## src/tudf_pkg.sv

```systemverilog
// ============================================================================
// tudf_pkg: shared types and constants of the tagged unit reply deframer
// Holds the payload structs of both channels, the status codes, the header
// and unit tag values, and the APB address width.
// ============================================================================
package tudf_pkg;

    // Byte tags of the link protocol.
    localparam logic [7:0] TAG_LENGTH_HDR = 8'h1B;
    localparam logic [7:0] TAG_UNIT_BASE  = 8'h1C;
    localparam logic [7:0] TAG_UNIT_MIN   = 8'h1D;
    localparam logic [7:0] TAG_UNIT_MAX   = 8'h1F;
    localparam logic [7:0] READY_FIRST    = 8'h15;

    // Overrun limit is L + L/3 + OVERRUN_SLACK.
    localparam logic [24:0] OVERRUN_SLACK = 25'd16;

    // floor(x/3) == (x * RECIP3) >> RECIP3_SHIFT for every 24-bit x.
    localparam logic [23:0] RECIP3       = 24'hAAAAAB;
    localparam int          RECIP3_SHIFT = 25;

    localparam int          PADDR_W      = 3;
    localparam logic [23:0] MAX_LEN_RESET = 24'hFFFFFF;

    // Final status codes.
    localparam logic [2:0] ST_OK           = 3'd0;
    localparam logic [2:0] ST_BAD_HDR_TAG  = 3'd1;
    localparam logic [2:0] ST_SHORT_HDR    = 3'd2;
    localparam logic [2:0] ST_ZERO_LEN     = 3'd3;
    localparam logic [2:0] ST_TOO_LONG     = 3'd4;
    localparam logic [2:0] ST_BAD_UNIT_TAG = 3'd5;
    localparam logic [2:0] ST_OVERRUN      = 3'd6;
    localparam logic [2:0] ST_LEN_MISMATCH = 3'd7;

    typedef struct packed {
        logic [7:0] rx_byte;
        logic       end_of_transfer;
    } tudf_in_t;

    typedef struct packed {
        logic [7:0] data_byte;
        logic       has_data;
        logic       done_res;
        logic [2:0] status;
        logic       send_ack;
    } tudf_out_t;

    // Result of one parse step.
    typedef struct packed {
        logic      fire;
        tudf_out_t res;
    } tudf_step_t;

endpackage

```

## src/tudf_cfg.sv

```systemverilog
// ============================================================================
// tudf_cfg: APB configuration register
// Holds max_reply_length; writes land on the access cycle, reads return the
// stored value when the top paddr bit is clear and zero otherwise.
// ============================================================================
module tudf_cfg (
    input  logic                         aclk,
    input  logic                         aresetn,
    input  logic                         psel,
    input  logic                         penable,
    input  logic                         pwrite,
    input  logic [tudf_pkg::PADDR_W-1:0] paddr,
    input  logic [31:0]                  pwdata,
    output logic [31:0]                  prdata,
    output logic                         pready,
    output logic [23:0]                  max_len
);
    import tudf_pkg::*;

    logic [23:0] max_len_reg;
    logic [23:0] max_len_next;
    logic        wr_en;

    assign pready = 1'b1;
    assign wr_en  = psel && penable && pwrite && (paddr[PADDR_W-1] == 1'b0);

    always_comb begin
        max_len_next = max_len_reg;
        if (wr_en) begin
            max_len_next = pwdata[23:0];
        end
    end

    always_ff @(posedge aclk) begin
        if (!aresetn) begin
            max_len_reg <= MAX_LEN_RESET;
        end else begin
            max_len_reg <= max_len_next;
        end
    end

    assign prdata  = (paddr[PADDR_W-1] == 1'b0) ? {8'd0, max_len_reg} : 32'd0;
    assign max_len = max_len_reg;

endmodule

```

## src/tudf_parse.sv

```systemverilog
// ============================================================================
// tudf_parse: header and unit parser
// Holds the frame state and decides, for one byte, the next state and
// whether a result transaction is produced.
// ============================================================================
module tudf_parse (
    input  logic                 aclk,
    input  logic                 aresetn,
    input  logic                 step_en,
    input  tudf_pkg::tudf_in_t   in_data,
    input  logic [23:0]          max_len,
    output tudf_pkg::tudf_step_t step
);
    import tudf_pkg::*;

    typedef enum logic [1:0] {
        PH_HEADER,
        PH_DATA
    } phase_t;

    phase_t      phase_reg,    phase_next;
    logic [1:0]  hidx_reg,     hidx_next;
    logic        hready_reg,   hready_next;
    logic        htag_ok_reg,  htag_ok_next;
    logic [23:0] len_reg,      len_next;
    logic [24:0] copied_reg,   copied_next;
    logic [25:0] recv_reg,     recv_next;
    logic [1:0]  upos_reg,     upos_next;
    logic [1:0]  upc_reg,      upc_next;
    logic [2:0]  err_reg,      err_next;

    // Overrun limit, recomputed every cycle from the held length. It settles
    // through prod_reg and then limit_reg, well before sixteen data bytes.
    logic [47:0] prod_reg;
    logic [24:0] limit_reg;
    logic [24:0] limit_next;

    logic [7:0]  b;
    logic        eot;
    logic [7:0]  tag_diff;
    logic        clear;
    logic        has;
    logic [2:0]  st;

    assign b        = in_data.rx_byte;
    assign eot      = in_data.end_of_transfer;
    assign tag_diff = b - TAG_UNIT_BASE;

    assign limit_next = {1'b0, len_reg} + {2'b0, prod_reg[47:RECIP3_SHIFT]} + OVERRUN_SLACK;

    always_ff @(posedge aclk) begin
        prod_reg  <= len_reg * RECIP3;
        limit_reg <= limit_next;
    end

    always_comb begin
        phase_next   = phase_reg;
        hidx_next    = hidx_reg;
        hready_next  = hready_reg;
        htag_ok_next = htag_ok_reg;
        len_next     = len_reg;
        copied_next  = copied_reg;
        recv_next    = recv_reg;
        upos_next    = upos_reg;
        upc_next     = upc_reg;
        err_next     = err_reg;
        clear        = 1'b0;
        has          = 1'b0;
        st           = ST_OK;
        step         = '0;

        if (step_en) begin
            unique case (phase_reg)
                PH_HEADER: begin
                    if (hidx_reg == 2'd0) begin
                        hready_next  = hready_reg && (b == READY_FIRST);
                        htag_ok_next = (b == TAG_LENGTH_HDR);
                    end else begin
                        hready_next = hready_reg && (b == 8'd0);
                        len_next    = {len_reg[15:0], b};
                    end

                    if (hidx_reg != 2'd3) begin
                        if (eot) begin
                            clear               = 1'b1;
                            step.fire           = 1'b1;
                            step.res.done_res   = 1'b1;
                            step.res.status     = ST_SHORT_HDR;
                        end else begin
                            hidx_next = hidx_reg + 2'd1;
                        end
                    end else if (hready_next) begin
                        // Ready signal from the device: nothing to report.
                        clear = 1'b1;
                    end else begin
                        if (!htag_ok_reg) begin
                            st = ST_BAD_HDR_TAG;
                        end else if (len_next == 24'd0) begin
                            st = ST_ZERO_LEN;
                        end else if (len_next > max_len) begin
                            st = ST_TOO_LONG;
                        end
                        if (st != ST_OK) begin
                            clear             = 1'b1;
                            step.fire         = 1'b1;
                            step.res.done_res = 1'b1;
                            step.res.status   = st;
                        end else begin
                            phase_next  = PH_DATA;
                            hidx_next   = 2'd0;
                            copied_next = '0;
                            recv_next   = '0;
                            upos_next   = 2'd0;
                            upc_next    = 2'd0;
                            err_next    = ST_OK;
                        end
                    end
                end

                PH_DATA: begin
                    if (recv_reg >= {1'b0, limit_reg}) begin
                        clear             = 1'b1;
                        step.fire         = 1'b1;
                        step.res.done_res = 1'b1;
                        step.res.status   = ST_OVERRUN;
                    end else begin
                        recv_next = recv_reg + 26'd1;
                        if (upos_reg == 2'd0) begin
                            upc_next = 2'd0;
                            // Tags are checked only while payload is still owed.
                            if (err_reg == ST_OK && copied_reg < {1'b0, len_reg}) begin
                                if (b >= TAG_UNIT_MIN && b <= TAG_UNIT_MAX) begin
                                    upc_next = tag_diff[1:0];
                                end else begin
                                    err_next = ST_BAD_UNIT_TAG;
                                end
                            end
                        end else if (upos_reg <= upc_reg) begin
                            has         = (copied_reg < {1'b0, len_reg});
                            copied_next = copied_reg + 25'd1;
                        end
                        upos_next = upos_reg + 2'd1;

                        if (eot) begin
                            st = err_next;
                            if (st == ST_OK && copied_next != {1'b0, len_reg}) begin
                                st = ST_LEN_MISMATCH;
                            end
                            clear              = 1'b1;
                            step.fire          = 1'b1;
                            step.res.data_byte = has ? b : 8'd0;
                            step.res.has_data  = has;
                            step.res.done_res  = 1'b1;
                            step.res.status    = st;
                            step.res.send_ack  = 1'b1;
                        end else if (has) begin
                            step.fire          = 1'b1;
                            step.res.data_byte = b;
                            step.res.has_data  = 1'b1;
                        end
                    end
                end

                default: begin
                    clear = 1'b1;
                end
            endcase
        end

        if (clear) begin
            phase_next   = PH_HEADER;
            hidx_next    = 2'd0;
            hready_next  = 1'b1;
            htag_ok_next = 1'b0;
            len_next     = '0;
            copied_next  = '0;
            recv_next    = '0;
            upos_next    = 2'd0;
            upc_next     = 2'd0;
            err_next     = ST_OK;
        end
    end

    always_ff @(posedge aclk) begin
        if (!aresetn) begin
            phase_reg   <= PH_HEADER;
            hidx_reg    <= 2'd0;
            hready_reg  <= 1'b1;
            htag_ok_reg <= 1'b0;
            len_reg     <= '0;
            copied_reg  <= '0;
            recv_reg    <= '0;
            upos_reg    <= 2'd0;
            upc_reg     <= 2'd0;
            err_reg     <= ST_OK;
        end else begin
            phase_reg   <= phase_next;
            hidx_reg    <= hidx_next;
            hready_reg  <= hready_next;
            htag_ok_reg <= htag_ok_next;
            len_reg     <= len_next;
            copied_reg  <= copied_next;
            recv_reg    <= recv_next;
            upos_reg    <= upos_next;
            upc_reg     <= upc_next;
            err_reg     <= err_next;
        end
    end

endmodule

```

## src/tagged_unit_reply_deframer_core.sv

```systemverilog
// ============================================================================
// tagged_unit_reply_deframer_core: reply deframer top level
// Strips the length header and unit tags from received bytes, streams the
// payload bytes and reports the final status with an ack request.
// ============================================================================
//
//  channel   direction  handshake          payload
//  s_        in         s_valid/s_ready    s_data  (rx_byte, end_of_transfer)
//  m_        out        m_valid/m_ready    m_data  (data_byte, has_data,
//                                                   done_res, status, send_ack)
//  APB       in         psel/penable       max_reply_length at address 0
//
// One byte is taken per cycle while s_ready is high; a result passes through
// the input register, then the result register after the parse logic.
// A byte that yields no result still passes through the input register.
// When the result register is full and m_ready is low, the input register
// holds its byte and s_ready drops once it is occupied.
// Reset is synchronous on aresetn low and returns the parser to the header.
module tagged_unit_reply_deframer_core (
    input  logic                         aclk,
    input  logic                         aresetn,
    input  logic                         s_valid,
    output logic                         s_ready,
    input  tudf_pkg::tudf_in_t           s_data,
    output logic                         m_valid,
    input  logic                         m_ready,
    output tudf_pkg::tudf_out_t          m_data,
    input  logic                         psel,
    input  logic                         penable,
    input  logic                         pwrite,
    input  logic [tudf_pkg::PADDR_W-1:0] paddr,
    input  logic [31:0]                  pwdata,
    output logic [31:0]                  prdata,
    output logic                         pready
);
    import tudf_pkg::*;

    logic       in_valid_reg, in_valid_next;
    tudf_in_t   in_data_reg;
    logic       out_valid_reg, out_valid_next;
    tudf_out_t  out_data_reg;
    logic       advance;
    logic [23:0] max_len;
    tudf_step_t step;

    tudf_cfg u_cfg (
        .aclk    (aclk),
        .aresetn (aresetn),
        .psel    (psel),
        .penable (penable),
        .pwrite  (pwrite),
        .paddr   (paddr),
        .pwdata  (pwdata),
        .prdata  (prdata),
        .pready  (pready),
        .max_len (max_len)
    );

    tudf_parse u_parse (
        .aclk    (aclk),
        .aresetn (aresetn),
        .step_en (advance),
        .in_data (in_data_reg),
        .max_len (max_len),
        .step    (step)
    );

    // The held byte moves on only when the result slot is free or draining.
    assign advance = in_valid_reg && (!out_valid_reg || m_ready);
    assign s_ready = !in_valid_reg || advance;

    always_comb begin
        in_valid_next = in_valid_reg;
        if (s_valid && s_ready) begin
            in_valid_next = 1'b1;
        end else if (advance) begin
            in_valid_next = 1'b0;
        end

        out_valid_next = out_valid_reg;
        if (advance && step.fire) begin
            out_valid_next = 1'b1;
        end else if (m_ready) begin
            out_valid_next = 1'b0;
        end
    end

    always_ff @(posedge aclk) begin
        if (!aresetn) begin
            in_valid_reg  <= 1'b0;
            out_valid_reg <= 1'b0;
        end else begin
            in_valid_reg  <= in_valid_next;
            out_valid_reg <= out_valid_next;
        end
    end

    always_ff @(posedge aclk) begin
        if (s_valid && s_ready) begin
            in_data_reg <= s_data;
        end
        if (advance && step.fire) begin
            out_data_reg <= step.res;
        end
    end

    assign m_valid = out_valid_reg;
    assign m_data  = out_data_reg;

    // The input stage only stalls while it holds a byte.
    a_stall_full: assert property (@(posedge aclk) disable iff (!aresetn)
        !s_ready |-> in_valid_reg)
        else $error("s_ready low with an empty input stage");

    // A status or ack request only comes with a completed reply.
    a_status_done: assert property (@(posedge aclk) disable iff (!aresetn)
        m_valid && (m_data.status != ST_OK || m_data.send_ack) |-> m_data.done_res)
        else $error("status or ack without completion");

    // Every result carries either a byte or a completion.
    a_nonempty: assert property (@(posedge aclk) disable iff (!aresetn)
        m_valid |-> (m_data.has_data || m_data.done_res))
        else $error("empty result transaction");

    // A stalled byte leaves the input stage unchanged.
    a_hold_input: assert property (@(posedge aclk) disable iff (!aresetn)
        in_valid_reg && !advance |=> in_valid_reg && $stable(in_data_reg))
        else $error("input stage changed while stalled");

endmodule

```

## config.mk

```make
export PLATFORM = sky130hd
export DESIGN_NAME = tagged_unit_reply_deframer_core
export DESIGN_NICKNAME = d
export VERILOG_FILES = /design/src/tudf_pkg.sv /design/src/tudf_cfg.sv /design/src/tudf_parse.sv /design/src/tagged_unit_reply_deframer_core.sv
export SDC_FILE = /design/constraint.sdc
export NUM_CORES = 1
export LEC_CHECK = 0
export BUFFER_PORTS_ARGS = -buffer_cell sky130_fd_sc_hd__buf_2
export CAP_MARGIN = 20
export CORE_UTILIZATION = 69
export CTS_CLUSTER_DIAMETER = 100
export DETAILED_ROUTE_END_ITERATION = 10
export PLACE_DENSITY = 0.88
export SLEW_MARGIN = 5
export SYNTH_ARGS = -nofsm -noshare
export SYNTH_HDL_FRONTEND = slang
export SYNTH_SLANG_ARGS = --single-unit
```

## constraint.sdc

```tcl
create_clock -name aclk -period 15.5 [get_ports aclk]
set_clock_uncertainty 0.2 [all_clocks]
set_input_delay 3.1 -clock aclk [delete_from_list [all_inputs] [get_ports aclk]]
set_output_delay 3.1 -clock aclk [all_outputs]
set_load 0.02 [all_outputs]
```

==> summary.md <==
| Metric | Value |
|---|---|
| Total Die Area | `~32000 um2` |
| Max_cap viols | `0` |
| Top cell by count, worst path | `fa_1` |
| Synth Register Bits | `184` |
| Gr ovfl total | `0` |
| Clk_lat worst skew | `between 0.4 and 0.5 ns` |
| CTS tree | `built` |
| Via count | `17430` |
| Psw | `303.6 uW` |
| Post-layout min period | `just over 8 ns` |
| Crit-path slowest cell | `dfxtp_1` |
| Worst Tran Pin Value | `1.056 ns` |
| Worst EP required | `15.68 ns` |
| Maximum vdd drop | `87.82 uV` |
| # hold bufs at CTS | `0` |
| First-pass GRT wire length | `93.01 mm` |
| Slew HR | `0.2953` |
| Ys Warns | `0` |
| Buffers on Ports | `80` |
| Number of global-route vias before repair | `around 17000` |
| Setup WS post-layout | `7.352 ns` |
| Synth Area per Inst | `9.228 um2` |
| Number of library cell types mapped by synthesis | `82` |
| Die W | `178 um` |
| H-tree Lvls | `4` |
| RSZ-0062 raised after global routing | `false` |
| Layout area overhead | `6.521%` |
| ANT cells | `0` |
| Initial Utilization | `0.7005` |
| Core area | `between 30000 and 40000 um2` |
| Synth Instances | `approximately 2300` |
| Worst-path clk slew | `0.07 ns` |
| CTS Buffer Depth | `2` |
| Outcome | `finished, final reports clean` |
| GRT Util Overall | `0.3868` |
| Setup TNS Final | `0 ns` |
| Detail Route Antenna Nets | `0` |
| Internal power | `789.1 uW` |
| Drt wl/cell | `21.07 um` |
| DRC | `0` |
| Pre-antenna DRT Iters | `6` |
| Hold WS | `0.2676 ns` |
| Post-synthesis async set-or-reset flop share | `0` |
| Vias per inst | `6.242` |
| Largest stage delay on the critical path | `1.02 ns` |
| Flop pwr share | `0.456` |
| Crit Path Category | `reg2reg` |
| Critical path fanouts, max | `11` |
| Crit path DAT | `8.32 ns` |
| Top_reg_cell synth | `dfxtp_1` |
| Fmax | `122.7 MHz` |
| CP top delay family | `adder cells` |
| Crit end category | `register` |
| Sw Ratio | `0.2778` |
| Final setup vio count | `0` |
| Final Slew Violations | `0` |
| Static Leak | `0.01217 uW` |
| Routability cong. | `approximately 1.0` |
| Largest net degree at the start of global routing | `60` |
| CTS sink count | `184` |
| Mapped Area | `21370 um2` |
| Antenna violations before repair | `1` |
| Pre-CTS setup slack | `approximately 7.5 ns` |
| Crit-path cells | `ha_1, inv_1, fa_1, fa_1, inv_1, fa_1, fa_1, fa_1, fa_1, ha_1, nand2_1, o21ai_0, nor3_1, a211oi_1, a31oi_1, o221ai_1, a21oi_1, o21bai_1, xor2_1` |
| Post-CTS setup buffer count | `0` |
| Fin. Hold Viols | `0` |
| Fin nets | `a little over 3000` |
| TritonCTS buffer count | `17` |
| Resized cells post-CTS | `0` |
| Buf+Inv Stages, Crit Path | `2` |
| Sequential-to-total area share from yosys stat | `0.1831` |
| Number of I/O pins | `100` |
| PD cells | `~48 nW/um2` |
| DRT iter0 DRCs | `1880` |
| Post-synth EDFFs | `23` |
| Drt total wl | `58.84 mm` |
| Die extent in y | `178 um` |
| Max reg flops | `26` |
| Combinational Power Share | `0.149` |
| Critical path launch point type | `register` |
| Worst min path class | `reg2reg` |
| Clock Power Share | `0.395` |
| Clock root buffer | `clkbuf_16` |
| Final Cycle Share | `0.5257` |
| DP HPWL | `46.31 mm` |
| Site Rows | `64` |
| Layout cells sized above 1 | `0.07053` |
through the flow:
step	cells	util	power, uW	cell area, um2
after global routing	2792	0.7462	1127	22770
final	2792	0.7462	1093	22770
after detailed placement	2758	0.7266	663.5	22170
after global placement	2758	0.7266	657.1	22170
after CTS	2790	0.7451	1088	22730
after floorplan	2323	-	617.1	21400
synthesized netlist by cell type (18+ instances only):
cell | n | share of area
a211oi_1 | 24 | 0.0084
a21o_1 | 55 | 0.019
a21oi_1 | 106 | 0.025
and2_1 | 18 | 0.0053
and3_1 | 22 | 0.0064
clkbuf_1 | 35 | 0.0061
dfxtp_1 | 161 | 0.15
edfxtp_1 | 23 | 0.032
fa_1 | 218 | 0.20
ha_1 | 381 | 0.22
inv_1 | 478 | 0.084
mux2i_1 | 31 | 0.015
nand2_1 | 111 | 0.019
nand3_1 | 45 | 0.011
nand4_1 | 31 | 0.0091
nor2_1 | 117 | 0.021
nor3_1 | 24 | 0.0056
o211ai_1 | 29 | 0.010
o21ai_0 | 64 | 0.015
or3_1 | 18 | 0.0053
xnor2_1 | 50 | 0.020
xor2_1 | 38 | 0.016
layout by cell type, fill, tap and decap left out, types with 18 or more instances in the layout:
master and instances:
mux2i_1 31, nand2_1 111, xor2_1 38, and3_1 22, buf_2 80, a211oi_1 24
a21oi_1 106, o21ai_0 64, inv_1 478, xnor2_1 50, a21o_1 55, nand4_1 31
edfxtp_1 23, o211ai_1 29, buf_4 24, or3_1 18, nand3_1 45, dfxtp_1 161
nor2_1 117, and2_1 18, ha_1 381, nor3_1 23, fa_1 218
routing by layer:
metal  track usage  vias up  routed length, um
li1              -     7903                  -
met3       0.08632      273               5953
met2        0.5955      998              25870
met1        0.4988     8253              22950
met5             0        -                 13
met4        0.2286        2               4050
logic make-up after synthesis:
kind of cell               count (synthesis)  share of synthesized area
adders and majority gates                599                     0.4272
buffers and inverters                    544                    0.09911
and+or+nand+nor                          463                     0.1095
AOI/OAI and AO/OA                        398                     0.1264
DFF                                      184                     0.1831
xor gates and xnor gates                  88                    0.03606
muxes                                     38                    0.01821
other                                      2                  0.0003514
cell type report:
| class | count | area [um2] |
|---|---|---|
| tap | 396 | 495.5 |
| fill | 2033 | 7742 |
| clock inverter | 11 | 123.9 |
| multi-input combinational | 1595 | 15380 |
| timing repair buffer | 105 | 608.1 |
| inverter | 480 | 1802 |
| sequential | 184 | 3914 |
| clock buffer | 21 | 440.4 |
final timing paths:
check | start | endpoint | slack [ns] | cells past startpoint
hold / removal | u_parse.recv_reg[25] | u_parse.recv_reg[25] | 0.27 | 2
setup reg to reg | u_parse.len_reg[19] | u_parse.prod_reg[45] | 7.35 | 19
hold reg to reg | u_parse.recv_reg[25] | u_parse.recv_reg[25] | 0.27 | 2
setup / recovery | u_parse.len_reg[19] | u_parse.prod_reg[45] | 7.35 | 19
power groups by stage:
stage          logic, uW  clock network, uW  registers, uW
2_1_floorplan        109                  0            508
3_3_place_gp         149                  0            508
3_5_place_dp         155                  0            509
4_1_cts              159                430            498
5_1_grt              179                449            499
6_report             162                432            499
worst register-to-register path, delay by kind of cell, from the launching register on:
kind / cells / cell delay (ns)
buf+inv: 2 / 0.25
xor+xnor: 1 / 0.16
compound gates: 6 / 2.49
fa+ha+maj: 8 / 3.80
simple gates: 2 / 0.20
flops: 1 / 1.02
(Power assumes the default switching activity.)
